File: src/sv/nmgp_pkg.sv
// Shared types and constants for the NMEA GGA/GSA/GSV sentence parser.
// No dependencies.
`timescale 1ns / 1ps
`default_nettype none

package nmgp_pkg;

	localparam int MSG_LEN_MAX_DEF = 256;
	localparam int EVT_DEPTH       = 4;
	localparam int RES_DEPTH       = 2;

	localparam logic [29:0] ACC_MAX = 30'd1073741823;
	localparam logic [26:0] LAT_MAX = 27'd99999999;
	localparam logic [29:0] LON_MAX = 30'd999999999;

	typedef enum logic [2:0] {
		SYS_UNKNOWN = 3'd0,
		SYS_GPS     = 3'd1,
		SYS_GLONASS = 3'd2,
		SYS_BEIDOU  = 3'd3,
		SYS_GALILEO = 3'd4,
		SYS_MULTI   = 3'd5,
		TALK_DOLLAR = 3'd6,
		TALK_G      = 3'd7
	} sys_t;

	typedef enum logic [1:0] {
		KIND_OTHER = 2'd0,
		KIND_GGA   = 2'd1,
		KIND_GSV   = 2'd2,
		KIND_GSA   = 2'd3
	} kind_t;

	// one field close, optionally followed by an empty-field close and the sentence end
	typedef struct packed {
		logic        last;
		logic        zero_en;
		kind_t       kind;
		sys_t        sys;
		logic [4:0]  fld;
		logic [4:0]  fld_next;
		logic [29:0] acc;
		logic [2:0]  fd;
		logic [8:0]  whole;
	} evt_t;

	typedef struct packed {
		sys_t        sys;
		kind_t       kind;
		logic        fix;
		logic [7:0]  count;
		logic [26:0] lat;
		logic [29:0] lon;
	} res_t;

endpackage

`default_nettype wire

File: src/sv/nmea_gnss_sentence_parser_top.sv
// A result passes through the event queue and then the result queue; it waits behind
// any events queued ahead of it and while the result queue is full.
// Throughput: one byte per cycle; the front stalls only when its 4-entry event
// queue is full, which happens when the 2-entry result queue is not popped.
// Reset: arst_n asynchronously clears sentence state, kept status and queues.
// Depends on nmgp_pkg, nmgp_front, nmgp_back, nmgp_fifo.
`timescale 1ns / 1ps
`default_nettype none

module nmea_gnss_sentence_parser_top #(
	parameter int MSG_LEN_MAX = nmgp_pkg::MSG_LEN_MAX_DEF
) (
	input  logic        clk,
	input  logic        arst_n,
	input  logic        push,
	output logic        full,
	input  logic [7:0]  char_byte,
	input  logic        last_byte,
	output logic        empty,
	input  logic        pop,
	output logic [2:0]  constellation,
	output logic [1:0]  sentence_kind,
	output logic        fix_valid,
	output logic [7:0]  satellites,
	output logic [26:0] latitude_e4,
	output logic [29:0] longitude_e4
);
	import nmgp_pkg::*;

	localparam int EVT_W = $bits(evt_t);
	localparam int RES_W = $bits(res_t);

	logic accept;
	evt_t evt_in, evt_head;
	logic evt_push, evt_pop, evt_empty;
	logic [EVT_W-1:0] evt_rdata;
	res_t res_in, res_head;
	logic res_push, res_full;
	logic [RES_W-1:0] res_rdata;

	assign accept = push && !full;

	nmgp_front #(.MSG_LEN_MAX(MSG_LEN_MAX)) u_front (
		.clk       (clk),
		.arst_n    (arst_n),
		.accept    (accept),
		.char_byte (char_byte),
		.last_byte (last_byte),
		.evt       (evt_in),
		.evt_push  (evt_push)
	);

	nmgp_fifo #(.WIDTH(EVT_W), .DEPTH(EVT_DEPTH)) u_evt_q (
		.clk    (clk),
		.arst_n (arst_n),
		.push   (evt_push),
		.wdata  (evt_in),
		.pop    (evt_pop),
		.rdata  (evt_rdata),
		.full   (full),
		.empty  (evt_empty)
	);

	assign evt_head = evt_t'(evt_rdata);

	nmgp_back u_back (
		.clk       (clk),
		.arst_n    (arst_n),
		.evt       (evt_head),
		.evt_valid (!evt_empty),
		.evt_pop   (evt_pop),
		.res       (res_in),
		.res_push  (res_push),
		.res_full  (res_full)
	);

	nmgp_fifo #(.WIDTH(RES_W), .DEPTH(RES_DEPTH)) u_res_q (
		.clk    (clk),
		.arst_n (arst_n),
		.push   (res_push),
		.wdata  (res_in),
		.pop    (pop),
		.rdata  (res_rdata),
		.full   (res_full),
		.empty  (empty)
	);

	assign res_head      = res_t'(res_rdata);
	assign constellation = res_head.sys;
	assign sentence_kind = res_head.kind;
	assign fix_valid     = res_head.fix;
	assign satellites    = res_head.count;
	assign latitude_e4   = res_head.lat;
	assign longitude_e4  = res_head.lon;

	a_res_only_from_events: assert property (@(posedge clk) disable iff (!arst_n)
		(empty && evt_empty) |=> empty)
		else $error("result appeared without a queued event");

	a_sys_range: assert property (@(posedge clk) disable iff (!arst_n)
		!empty |-> (constellation <= 3'd5))
		else $error("constellation code out of range");

	a_pos_sat: assert property (@(posedge clk) disable iff (!arst_n)
		!empty |-> (latitude_e4 <= LAT_MAX && longitude_e4 <= LON_MAX))
		else $error("position not saturated");

endmodule

`default_nettype wire

File: src/sv/nmgp_fifo.sv
// Small register queue used between front and back and for results.
// No dependencies.
`timescale 1ns / 1ps
`default_nettype none

module nmgp_fifo #(
	parameter int WIDTH = 8,
	parameter int DEPTH = 4
) (
	input  logic             clk,
	input  logic             arst_n,
	input  logic             push,
	input  logic [WIDTH-1:0] wdata,
	input  logic             pop,
	output logic [WIDTH-1:0] rdata,
	output logic             full,
	output logic             empty
);
	localparam int PTR_W = $clog2(DEPTH);
	localparam int CNT_W = $clog2(DEPTH + 1);

	logic [WIDTH-1:0] mem [DEPTH];
	logic [PTR_W-1:0] wr_q, rd_q;
	logic [CNT_W-1:0] cnt_q;
	logic do_push, do_pop;

	assign full    = (cnt_q == CNT_W'(DEPTH));
	assign empty   = (cnt_q == '0);
	assign do_push = push && !full;
	assign do_pop  = pop && !empty;
	assign rdata   = mem[rd_q];

	always_ff @(posedge clk) begin
		if (do_push) begin
			mem[wr_q] <= wdata;
		end
	end

	always_ff @(posedge clk or negedge arst_n) begin
		if (!arst_n) begin
			wr_q  <= '0;
			rd_q  <= '0;
			cnt_q <= '0;
		end else begin
			if (do_push) begin
				wr_q <= (wr_q == PTR_W'(DEPTH - 1)) ? '0 : wr_q + 1'b1;
			end
			if (do_pop) begin
				rd_q <= (rd_q == PTR_W'(DEPTH - 1)) ? '0 : rd_q + 1'b1;
			end
			if (do_push && !do_pop) begin
				cnt_q <= cnt_q + 1'b1;
			end else if (do_pop && !do_push) begin
				cnt_q <= cnt_q - 1'b1;
			end
		end
	end

endmodule

`default_nettype wire

File: src/sv/nmgp_front.sv
// Front end: header decode, field split and decimal accumulation per byte.
// Depends on nmgp_pkg.
`timescale 1ns / 1ps
`default_nettype none

module nmgp_front #(
	parameter int MSG_LEN_MAX = nmgp_pkg::MSG_LEN_MAX_DEF
) (
	input  logic          clk,
	input  logic          arst_n,
	input  logic          accept,
	input  logic [7:0]    char_byte,
	input  logic          last_byte,
	output nmgp_pkg::evt_t evt,
	output logic          evt_push
);
	import nmgp_pkg::*;

	localparam int POS_W = $clog2(MSG_LEN_MAX + 1);
	localparam logic [POS_W-1:0] POS_LIMIT = POS_W'(MSG_LEN_MAX);
	localparam logic [7:0] CH_DOLLAR = 8'h24;
	localparam logic [7:0] CH_COMMA  = 8'h2C;
	localparam logic [7:0] CH_STAR   = 8'h2A;
	localparam logic [7:0] CH_DOT    = 8'h2E;
	localparam logic [7:0] CH_0      = 8'h30;
	localparam logic [7:0] CH_9      = 8'h39;
	localparam logic [7:0] CH_A      = 8'h41;
	localparam logic [7:0] CH_B      = 8'h42;
	localparam logic [7:0] CH_G      = 8'h47;
	localparam logic [7:0] CH_L      = 8'h4C;
	localparam logic [7:0] CH_N      = 8'h4E;
	localparam logic [7:0] CH_P      = 8'h50;
	localparam logic [7:0] CH_S      = 8'h53;
	localparam logic [7:0] CH_V      = 8'h56;
	localparam logic [4:0] FLD_MAX   = 5'd31;
	localparam logic [8:0] INT_SAT   = 9'd256;

	logic [POS_W-1:0] pos_q, pos_n;
	logic [4:0]       fld_q, fld_n;
	sys_t             talk_q, talk_n;
	kind_t            kind_q, kind_n, kind_now;
	logic [29:0]      acc_q, acc_n;
	logic [2:0]       fd_q, fd_n;
	logic [8:0]       int_q, int_n;
	logic             pt_q, pt_n, ended_q, ended_n;
	logic             pos_ok, is_sep, is_dig;
	logic [3:0]       digit;
	logic [33:0]      acc_x10;
	logic [11:0]      int_x10;

	always_comb begin
		pos_ok  = (pos_q < POS_LIMIT);
		is_sep  = (char_byte == CH_COMMA) || (char_byte == CH_STAR);
		is_dig  = char_byte inside {[CH_0:CH_9]};
		digit   = char_byte[3:0];
		acc_x10 = {4'b0, acc_q} * 34'd10 + 34'(digit);
		int_x10 = {3'b0, int_q} * 12'd10 + 12'(digit);

		talk_n = talk_q;
		kind_n = kind_q;
		if (pos_ok) begin
			case (pos_q)
				POS_W'(0): talk_n = (char_byte == CH_DOLLAR) ? TALK_DOLLAR : SYS_UNKNOWN;
				POS_W'(1): talk_n = (talk_q == TALK_DOLLAR && char_byte == CH_G) ?
				                    TALK_G : SYS_UNKNOWN;
				POS_W'(2): begin
					talk_n = SYS_UNKNOWN;
					if (talk_q == TALK_G) begin
						case (char_byte)
							CH_P:    talk_n = SYS_GPS;
							CH_L:    talk_n = SYS_GLONASS;
							CH_B:    talk_n = SYS_BEIDOU;
							CH_A:    talk_n = SYS_GALILEO;
							CH_N:    talk_n = SYS_MULTI;
							default: talk_n = SYS_UNKNOWN;
						endcase
					end
				end
				// 'G' at byte 3 parks the GSA code as an interim marker
				POS_W'(3): kind_n = (char_byte == CH_G) ? KIND_GSA : KIND_OTHER;
				POS_W'(4): begin
					if (kind_q == KIND_GSA && char_byte == CH_G) kind_n = KIND_GGA;
					else if (kind_q == KIND_GSA && char_byte == CH_S) kind_n = KIND_GSV;
					else kind_n = KIND_OTHER;
				end
				POS_W'(5): begin
					if (kind_q == KIND_GGA && char_byte == CH_A) kind_n = KIND_GGA;
					else if (kind_q == KIND_GSV && char_byte == CH_V) kind_n = KIND_GSV;
					else if (kind_q == KIND_GSV && char_byte == CH_A) kind_n = KIND_GSA;
					else kind_n = KIND_OTHER;
				end
				default: ;
			endcase
		end

		acc_n   = acc_q;
		fd_n    = fd_q;
		int_n   = int_q;
		pt_n    = pt_q;
		ended_n = ended_q;
		if (pos_ok && !is_sep && !ended_q) begin
			if (is_dig) begin
				if (!(pt_q && fd_q >= 3'd4)) begin
					acc_n = (acc_x10 > 34'(ACC_MAX)) ? ACC_MAX : acc_x10[29:0];
					if (pt_q) begin
						fd_n = fd_q + 3'd1;
					end else begin
						int_n = (int_x10 > 12'd255) ? INT_SAT : int_x10[8:0];
					end
				end
			end else if (char_byte == CH_DOT && !pt_q) begin
				pt_n = 1'b1;
			end else begin
				ended_n = 1'b1;
			end
		end

		fld_n    = (pos_ok && is_sep && fld_q != FLD_MAX) ? fld_q + 5'd1 : fld_q;
		pos_n    = pos_ok ? pos_q + 1'b1 : pos_q;
		kind_now = (pos_n >= POS_W'(6)) ? kind_n : KIND_OTHER;

		evt.last     = last_byte;
		evt.zero_en  = last_byte && pos_ok && is_sep;
		evt.kind     = kind_now;
		evt.sys      = (talk_n <= SYS_MULTI) ? talk_n : SYS_UNKNOWN;
		evt.fld      = fld_q;
		evt.fld_next = fld_n;
		evt.acc      = acc_n;
		evt.fd       = fd_n;
		evt.whole    = int_n;
		evt_push     = accept && ((pos_ok && is_sep) || last_byte);
	end

	always_ff @(posedge clk or negedge arst_n) begin
		if (!arst_n) begin
			pos_q   <= '0;
			fld_q   <= '0;
			talk_q  <= SYS_UNKNOWN;
			kind_q  <= KIND_OTHER;
			acc_q   <= '0;
			fd_q    <= '0;
			int_q   <= '0;
			pt_q    <= 1'b0;
			ended_q <= 1'b0;
		end else if (accept) begin
			if (last_byte) begin
				pos_q   <= '0;
				fld_q   <= '0;
				talk_q  <= SYS_UNKNOWN;
				kind_q  <= KIND_OTHER;
				acc_q   <= '0;
				fd_q    <= '0;
				int_q   <= '0;
				pt_q    <= 1'b0;
				ended_q <= 1'b0;
			end else begin
				pos_q  <= pos_n;
				fld_q  <= fld_n;
				talk_q <= talk_n;
				kind_q <= kind_n;
				if (pos_ok && is_sep) begin
					acc_q   <= '0;
					fd_q    <= '0;
					int_q   <= '0;
					pt_q    <= 1'b0;
					ended_q <= 1'b0;
				end else begin
					acc_q   <= acc_n;
					fd_q    <= fd_n;
					int_q   <= int_n;
					pt_q    <= pt_n;
					ended_q <= ended_n;
				end
			end
		end
	end

endmodule

`default_nettype wire

File: src/sv/nmgp_back.sv
// Back end: applies field closes to pending values, updates kept status at
// sentence end and produces the result. Depends on nmgp_pkg.
`timescale 1ns / 1ps
`default_nettype none

module nmgp_back (
	input  logic           clk,
	input  logic           arst_n,
	input  nmgp_pkg::evt_t evt,
	input  logic           evt_valid,
	output logic           evt_pop,
	output nmgp_pkg::res_t res,
	output logic           res_push,
	input  logic           res_full
);
	import nmgp_pkg::*;

	localparam logic [4:0] F_GGA_LAT = 5'd2;
	localparam logic [4:0] F_GGA_LON = 5'd4;
	localparam logic [4:0] F_GGA_FIX = 5'd6;
	localparam logic [4:0] F_GGA_CNT = 5'd7;
	localparam logic [4:0] F_GSV_CNT = 5'd3;
	localparam logic [4:0] F_GSA_FIX = 5'd2;

	function automatic logic [13:0] scale_e4(input logic [2:0] fd);
		case (fd)
			3'd0:    scale_e4 = 14'd10000;
			3'd1:    scale_e4 = 14'd1000;
			3'd2:    scale_e4 = 14'd100;
			3'd3:    scale_e4 = 14'd10;
			default: scale_e4 = 14'd1;
		endcase
	endfunction

	logic        pfix_q, pfix_n, kfix_q, kfix_n;
	logic [7:0]  pcnt_q, pcnt_n, kcnt_q, kcnt_n;
	logic [26:0] plat_q, plat_n, klat_q, klat_n;
	logic [29:0] plon_q, plon_n, klon_q, klon_n;
	logic [43:0] e4;
	logic [26:0] lat_v;
	logic [29:0] lon_v;
	logic [7:0]  cnt_v;

	always_comb begin
		e4    = {14'b0, evt.acc} * {30'b0, scale_e4(evt.fd)};
		lat_v = (e4 > 44'(LAT_MAX)) ? LAT_MAX : e4[26:0];
		lon_v = (e4 > 44'(LON_MAX)) ? LON_MAX : e4[29:0];
		cnt_v = (evt.whole > 9'd255) ? 8'd255 : evt.whole[7:0];

		pfix_n = pfix_q;
		pcnt_n = pcnt_q;
		plat_n = plat_q;
		plon_n = plon_q;
		case (evt.kind)
			KIND_GGA: begin
				if (evt.fld == F_GGA_LAT) plat_n = lat_v;
				if (evt.fld == F_GGA_LON) plon_n = lon_v;
				if (evt.fld == F_GGA_FIX) pfix_n = (evt.whole != 9'd0);
				if (evt.fld == F_GGA_CNT) pcnt_n = cnt_v;
				if (evt.zero_en) begin
					if (evt.fld_next == F_GGA_LAT) plat_n = '0;
					if (evt.fld_next == F_GGA_LON) plon_n = '0;
					if (evt.fld_next == F_GGA_FIX) pfix_n = 1'b0;
					if (evt.fld_next == F_GGA_CNT) pcnt_n = '0;
				end
			end
			KIND_GSV: begin
				if (evt.fld == F_GSV_CNT) pcnt_n = cnt_v;
				if (evt.zero_en && evt.fld_next == F_GSV_CNT) pcnt_n = '0;
			end
			KIND_GSA: begin
				if (evt.fld == F_GSA_FIX) pfix_n = (evt.whole > 9'd1);
				if (evt.zero_en && evt.fld_next == F_GSA_FIX) pfix_n = 1'b0;
			end
			default: ;
		endcase

		kfix_n = kfix_q;
		kcnt_n = kcnt_q;
		klat_n = klat_q;
		klon_n = klon_q;
		if (evt.kind == KIND_GGA && evt.fld_next >= 5'd7) begin
			kfix_n = pfix_n;
			kcnt_n = pcnt_n;
			klat_n = plat_n;
			klon_n = plon_n;
		end else if (evt.kind == KIND_GSV && evt.fld_next >= 5'd3) begin
			kcnt_n = pcnt_n;
		end else if (evt.kind == KIND_GSA && evt.fld_next >= 5'd2) begin
			kfix_n = pfix_n;
		end

		evt_pop   = evt_valid && (!evt.last || !res_full);
		res_push  = evt_pop && evt.last;
		res.sys   = evt.sys;
		res.kind  = evt.kind;
		res.fix   = kfix_n;
		res.count = kcnt_n;
		res.lat   = klat_n;
		res.lon   = klon_n;
	end

	always_ff @(posedge clk or negedge arst_n) begin
		if (!arst_n) begin
			pfix_q <= 1'b0;
			pcnt_q <= '0;
			plat_q <= '0;
			plon_q <= '0;
			kfix_q <= 1'b0;
			kcnt_q <= '0;
			klat_q <= '0;
			klon_q <= '0;
		end else if (evt_pop) begin
			if (evt.last) begin
				pfix_q <= 1'b0;
				pcnt_q <= '0;
				plat_q <= '0;
				plon_q <= '0;
				kfix_q <= kfix_n;
				kcnt_q <= kcnt_n;
				klat_q <= klat_n;
				klon_q <= klon_n;
			end else begin
				pfix_q <= pfix_n;
				pcnt_q <= pcnt_n;
				plat_q <= plat_n;
				plon_q <= plon_n;
			end
		end
	end

endmodule

`default_nettype wire

File: config.mk
export PLATFORM = sky130hd
export DESIGN_NAME = nmea_gnss_sentence_parser_top
export DESIGN_NICKNAME = d
export VERILOG_FILES = /design/src/sv/nmgp_pkg.sv /design/src/sv/nmea_gnss_sentence_parser_top.sv /design/src/sv/nmgp_fifo.sv /design/src/sv/nmgp_front.sv /design/src/sv/nmgp_back.sv
export SDC_FILE = /design/constraint.sdc
export NUM_CORES = 2
export LEC_CHECK = 0
export ABC_CLOCK_PERIOD_IN_PS = 14480
export BUFFER_PORTS_ARGS = -buffer_cell sky130_fd_sc_hd__buf_2
export CORE_MARGIN = 5
export CORE_UTILIZATION = 60
export DETAILED_ROUTE_END_ITERATION = 8
export PLACE_DENSITY_LB_ADDON = 0.3
export SLEW_MARGIN = 10
export SYNTH_ARGS = -nofsm -noshare
export SYNTH_HDL_FRONTEND = slang
export SYNTH_HIERARCHICAL = 1
export SYNTH_SLANG_ARGS = --single-unit
export TNS_END_PERCENT = 10
File: constraint.sdc
create_clock -name clk -period 14.48 [get_ports clk]
set_input_delay 1.448 -clock clk [delete_from_list [all_inputs] [get_ports clk]]
set_output_delay 1.448 -clock clk [all_outputs]
set_load 0.03 [all_outputs]
==> results.py <==
metrics = {
    "global_routing": {
        "grt_max_degree": 90,
        "track_usage_pct": 26.6,
        "grt_pass1_vias": 29500,
        "grt_pass1_wl_um": 160000,
        "grt_overflow_total": 0,
        "antenna_found_initial": 1,
    },
    "logic_synthesis": {
        "ys_ff_latch": 584,
        "asyncSetResetFlopFracSynth_pct": 35.3,
        "yosysMostFrequentCell": "nand2_1",
        "synth_fp_nets": 4224,
        "synth_area_leaders": "edfxtp_1, fa_1, dfrtp_1",
        "synth_seq_area_share_pct": 40.1,
        "synth_top_area_share_pct": 27.5,
        "synth_edf_count": 378,
        "synth_flop_cell": "edfxtp_1",
        "netlist_instances": 3711,
        "yosysTopAreaCell": "edfxtp_1",
        "yosys_warnings": 6,
        "synth_top_cells_by_count": "nand2_1, inv_1, edfxtp_1",
        "ys_types": 108,
        "synth.cell_area_um2": 41200,
        "synth_area_per_cell_um2": 11.1,
    },
    "layout": {
        "final-seq-area_um2": 16500,
        "multiInputGateArea_um2": 22400,
        "area_growth_pct": 7.27,
        "drive_above_1_share_pct": 12.9,
        "nets": 4225,
        "fillerInstances": 5153,
        "num_antenna_cells": 0,
    },
    "drt": {
        "ant_nets": 0,
        "first_pass_iters": 6,
        "wl_um": 98000,
        "vias": 29000,
        "viasPerCell": 6.24,
        "post_drt_wl_per_cell_um": 21.1,
        "drt_iter0_markers": 2532,
        "drc": 0,
    },
    "cts": {
        "cts_setup_buffers": 0,
        "cts_made_buffers": 58,
        "cts_buffer_depth": 3,
        "clkLatencyLatePin_ns": 0.63,
        "hold_buffers": 0,
        "cts_resized": 0,
        "path_clk_slew_ns": 0.06,
        "cts_tree": "done",
        "cts_root_buf": "clkbuf_16",
        "clock_sinks": 584,
        "htree_num_levels": 2,
    },
    "die": {
        "initial_core_util_pct": 60.3,
        "die_x_um": 272,
        "fp-row-count": 96,
        "dieArea_um2": 74000,
        "core_um2": 68300,
        "fp.dieH_um": 272,
        "io_pins": 86,
    },
    "critical_path": {
        "crit_top_cell": "fa_1",
        "critical_path_class": "flop to flop",
        "cp-end-kind": "flop",
        "arrival_ns": 12.49,
        "critical_path_required_ns": 14.93,
        "cpPeakStageDelay_ns": 0.98,
        "worstPathMaxFanout": 38,
        "cp_slowest_cell": "nor4b_2",
        "crit_path_start_kind": "flop",
    },
    "sta": {
        "slew_violations": 0,
        "worst_slew_pin_slew_ns": 1.17,
        "finClkSkew_ns": 0.0618,
        "setup_viol": 0,
        "maxSlewHeadroom_pct": 21.3,
        "max_freq_mhz": 83.0,
        "min_period_ns": 12.05,
        "rsz0062_at_grt": "false",
        "fin_crit_sh_pct": 83.2,
        "final.setup.tns_ns": 0,
        "hold_viol": 0,
    },
    "hold_path": {
        "hold_path_class": "flop to flop",
    },
    "place": {
        "port-buffer-count": 85,
        "gp_congestion": 0.937,
        "hpwl_um": 70600,
    },
    "job": {
        "drv_cap": 0,
    },
    "status": {
        "outcome": "finished clean",
    },
}
-- worst paths after layout --
kind | slack (ns) | endpoint | startpoint | depth (start not counted)
max | 2.43 | u_res_q/mem[1][47] | u_evt_q/rd_q[0] | 29
max reg2reg | 2.43 | u_res_q/mem[1][47] | u_evt_q/rd_q[0] | 29
min reg2reg | 0.48 | u_back/plon_q[0] | u_back/plon_q[0] | 1
min in group asynchronous | 0.76 | u_front/acc_q[15] | arst_n | 1
max in group asynchronous | 11.44 | u_back/klon_q[19] | arst_n | 3
min | 0.48 | u_back/plon_q[0] | u_back/plon_q[0] | 1
-- layout by cell type (no fill, tap or decap), types with 36 or more instances in the layout --
cell       instances
buf_4             41
xor2_1            50
mux2_4            71
and2_1            75
clkbuf_16         60
xnor2_1           53
mux2_2            54
nor2_1           189
nand2_1          401
nand4_1           36
edfxtp_1         378
a21oi_1          171
nor3_1            46
o21ai_0          163
nand3_1           45
inv_1            386
fa_1             280
o31ai_1           51
ha_1             220
buf_2             84
dfrtp_1          203
a21o_1            51
mux4_2            59
-- per-stage QoR --
stage / hold WS [ns] / util, % / cells / area, um^2 / setup slack, ns
global route: 0.488 / 64.7 / 4643 / 44200 / 1.79
finish: 0.479 / 64.7 / 4643 / 44200 / 2.43
detailed placement: 0.465 / 61.7 / 4534 / 42200 / 2.53
global placement: 0.456 / 61.7 / 4534 / 42200 / 2.75
floorplan: 0.442 / - / 3711 / 41200 / 4.96
CTS: 0.479 / 64.7 / 4643 / 44200 / 2.51
-- kinds of logic (layout without fill, tap and decap cells) --
logic type      after synthesis  count (layout)  synth area share (%)
compound gates              760             760                  12.3
xor+xnor                    104             104                  2.24
fa+ha+maj                   500             500                  20.3
buf+inv                     573             623                  5.83
flops                       584             584                  40.1
mux                         191             191                  7.46
simple gates                999             999                  11.8
-- area by class of cell --
class                           instances  area share [%]
Multi-Input combinational cell       2554            50.6
Sequential cell                       584            37.4
Clock buffer                           83            3.80
Inverter                              388            3.29
Tap cell                              882            2.50
Timing Repair Buffer                  126            1.68
Clock inverter                         26           0.756
-- per-layer routing --
metal  up-vias  share of wire, %  GRT usage, %
li1      13100                 -             -
met1     14500                42          37.0
met2      1093                49          44.7
met3       215               6.4          3.63
met4         0               2.9          7.20
met5         -                 0             0
-- worst max-delay path: cells and delay by family (launching register included) --
| kind | cells | cell delay, ns |
|---|---|---|
| compound gates | 6 | 1.88 |
| fa+ha+maj | 7 | 3.50 |
| mux | 1 | 0.90 |
| simple gates | 10 | 4.21 |
| buf+inv | 5 | 0.57 |
| flops | 1 | 0.75 |
-- registers in the layout, summed over array words and instances (netlist names), 5 cells and up --
name           count
u_evt_q/mem      236
u_back/klat_q     27
u_back/plat_q     27
u_front/fld_q      5
u_back/klon_q     30
u_front/int_q      9
u_back/plon_q     30
u_res_q/mem      142
u_front/pos_q      9
u_front/acc_q     30
u_back/kcnt_q      8
u_back/pcnt_q      8
Power is left out: the tool's default activity adds up to more than one toggle a clock period on the data nets, which glitch-free logic cannot reach.
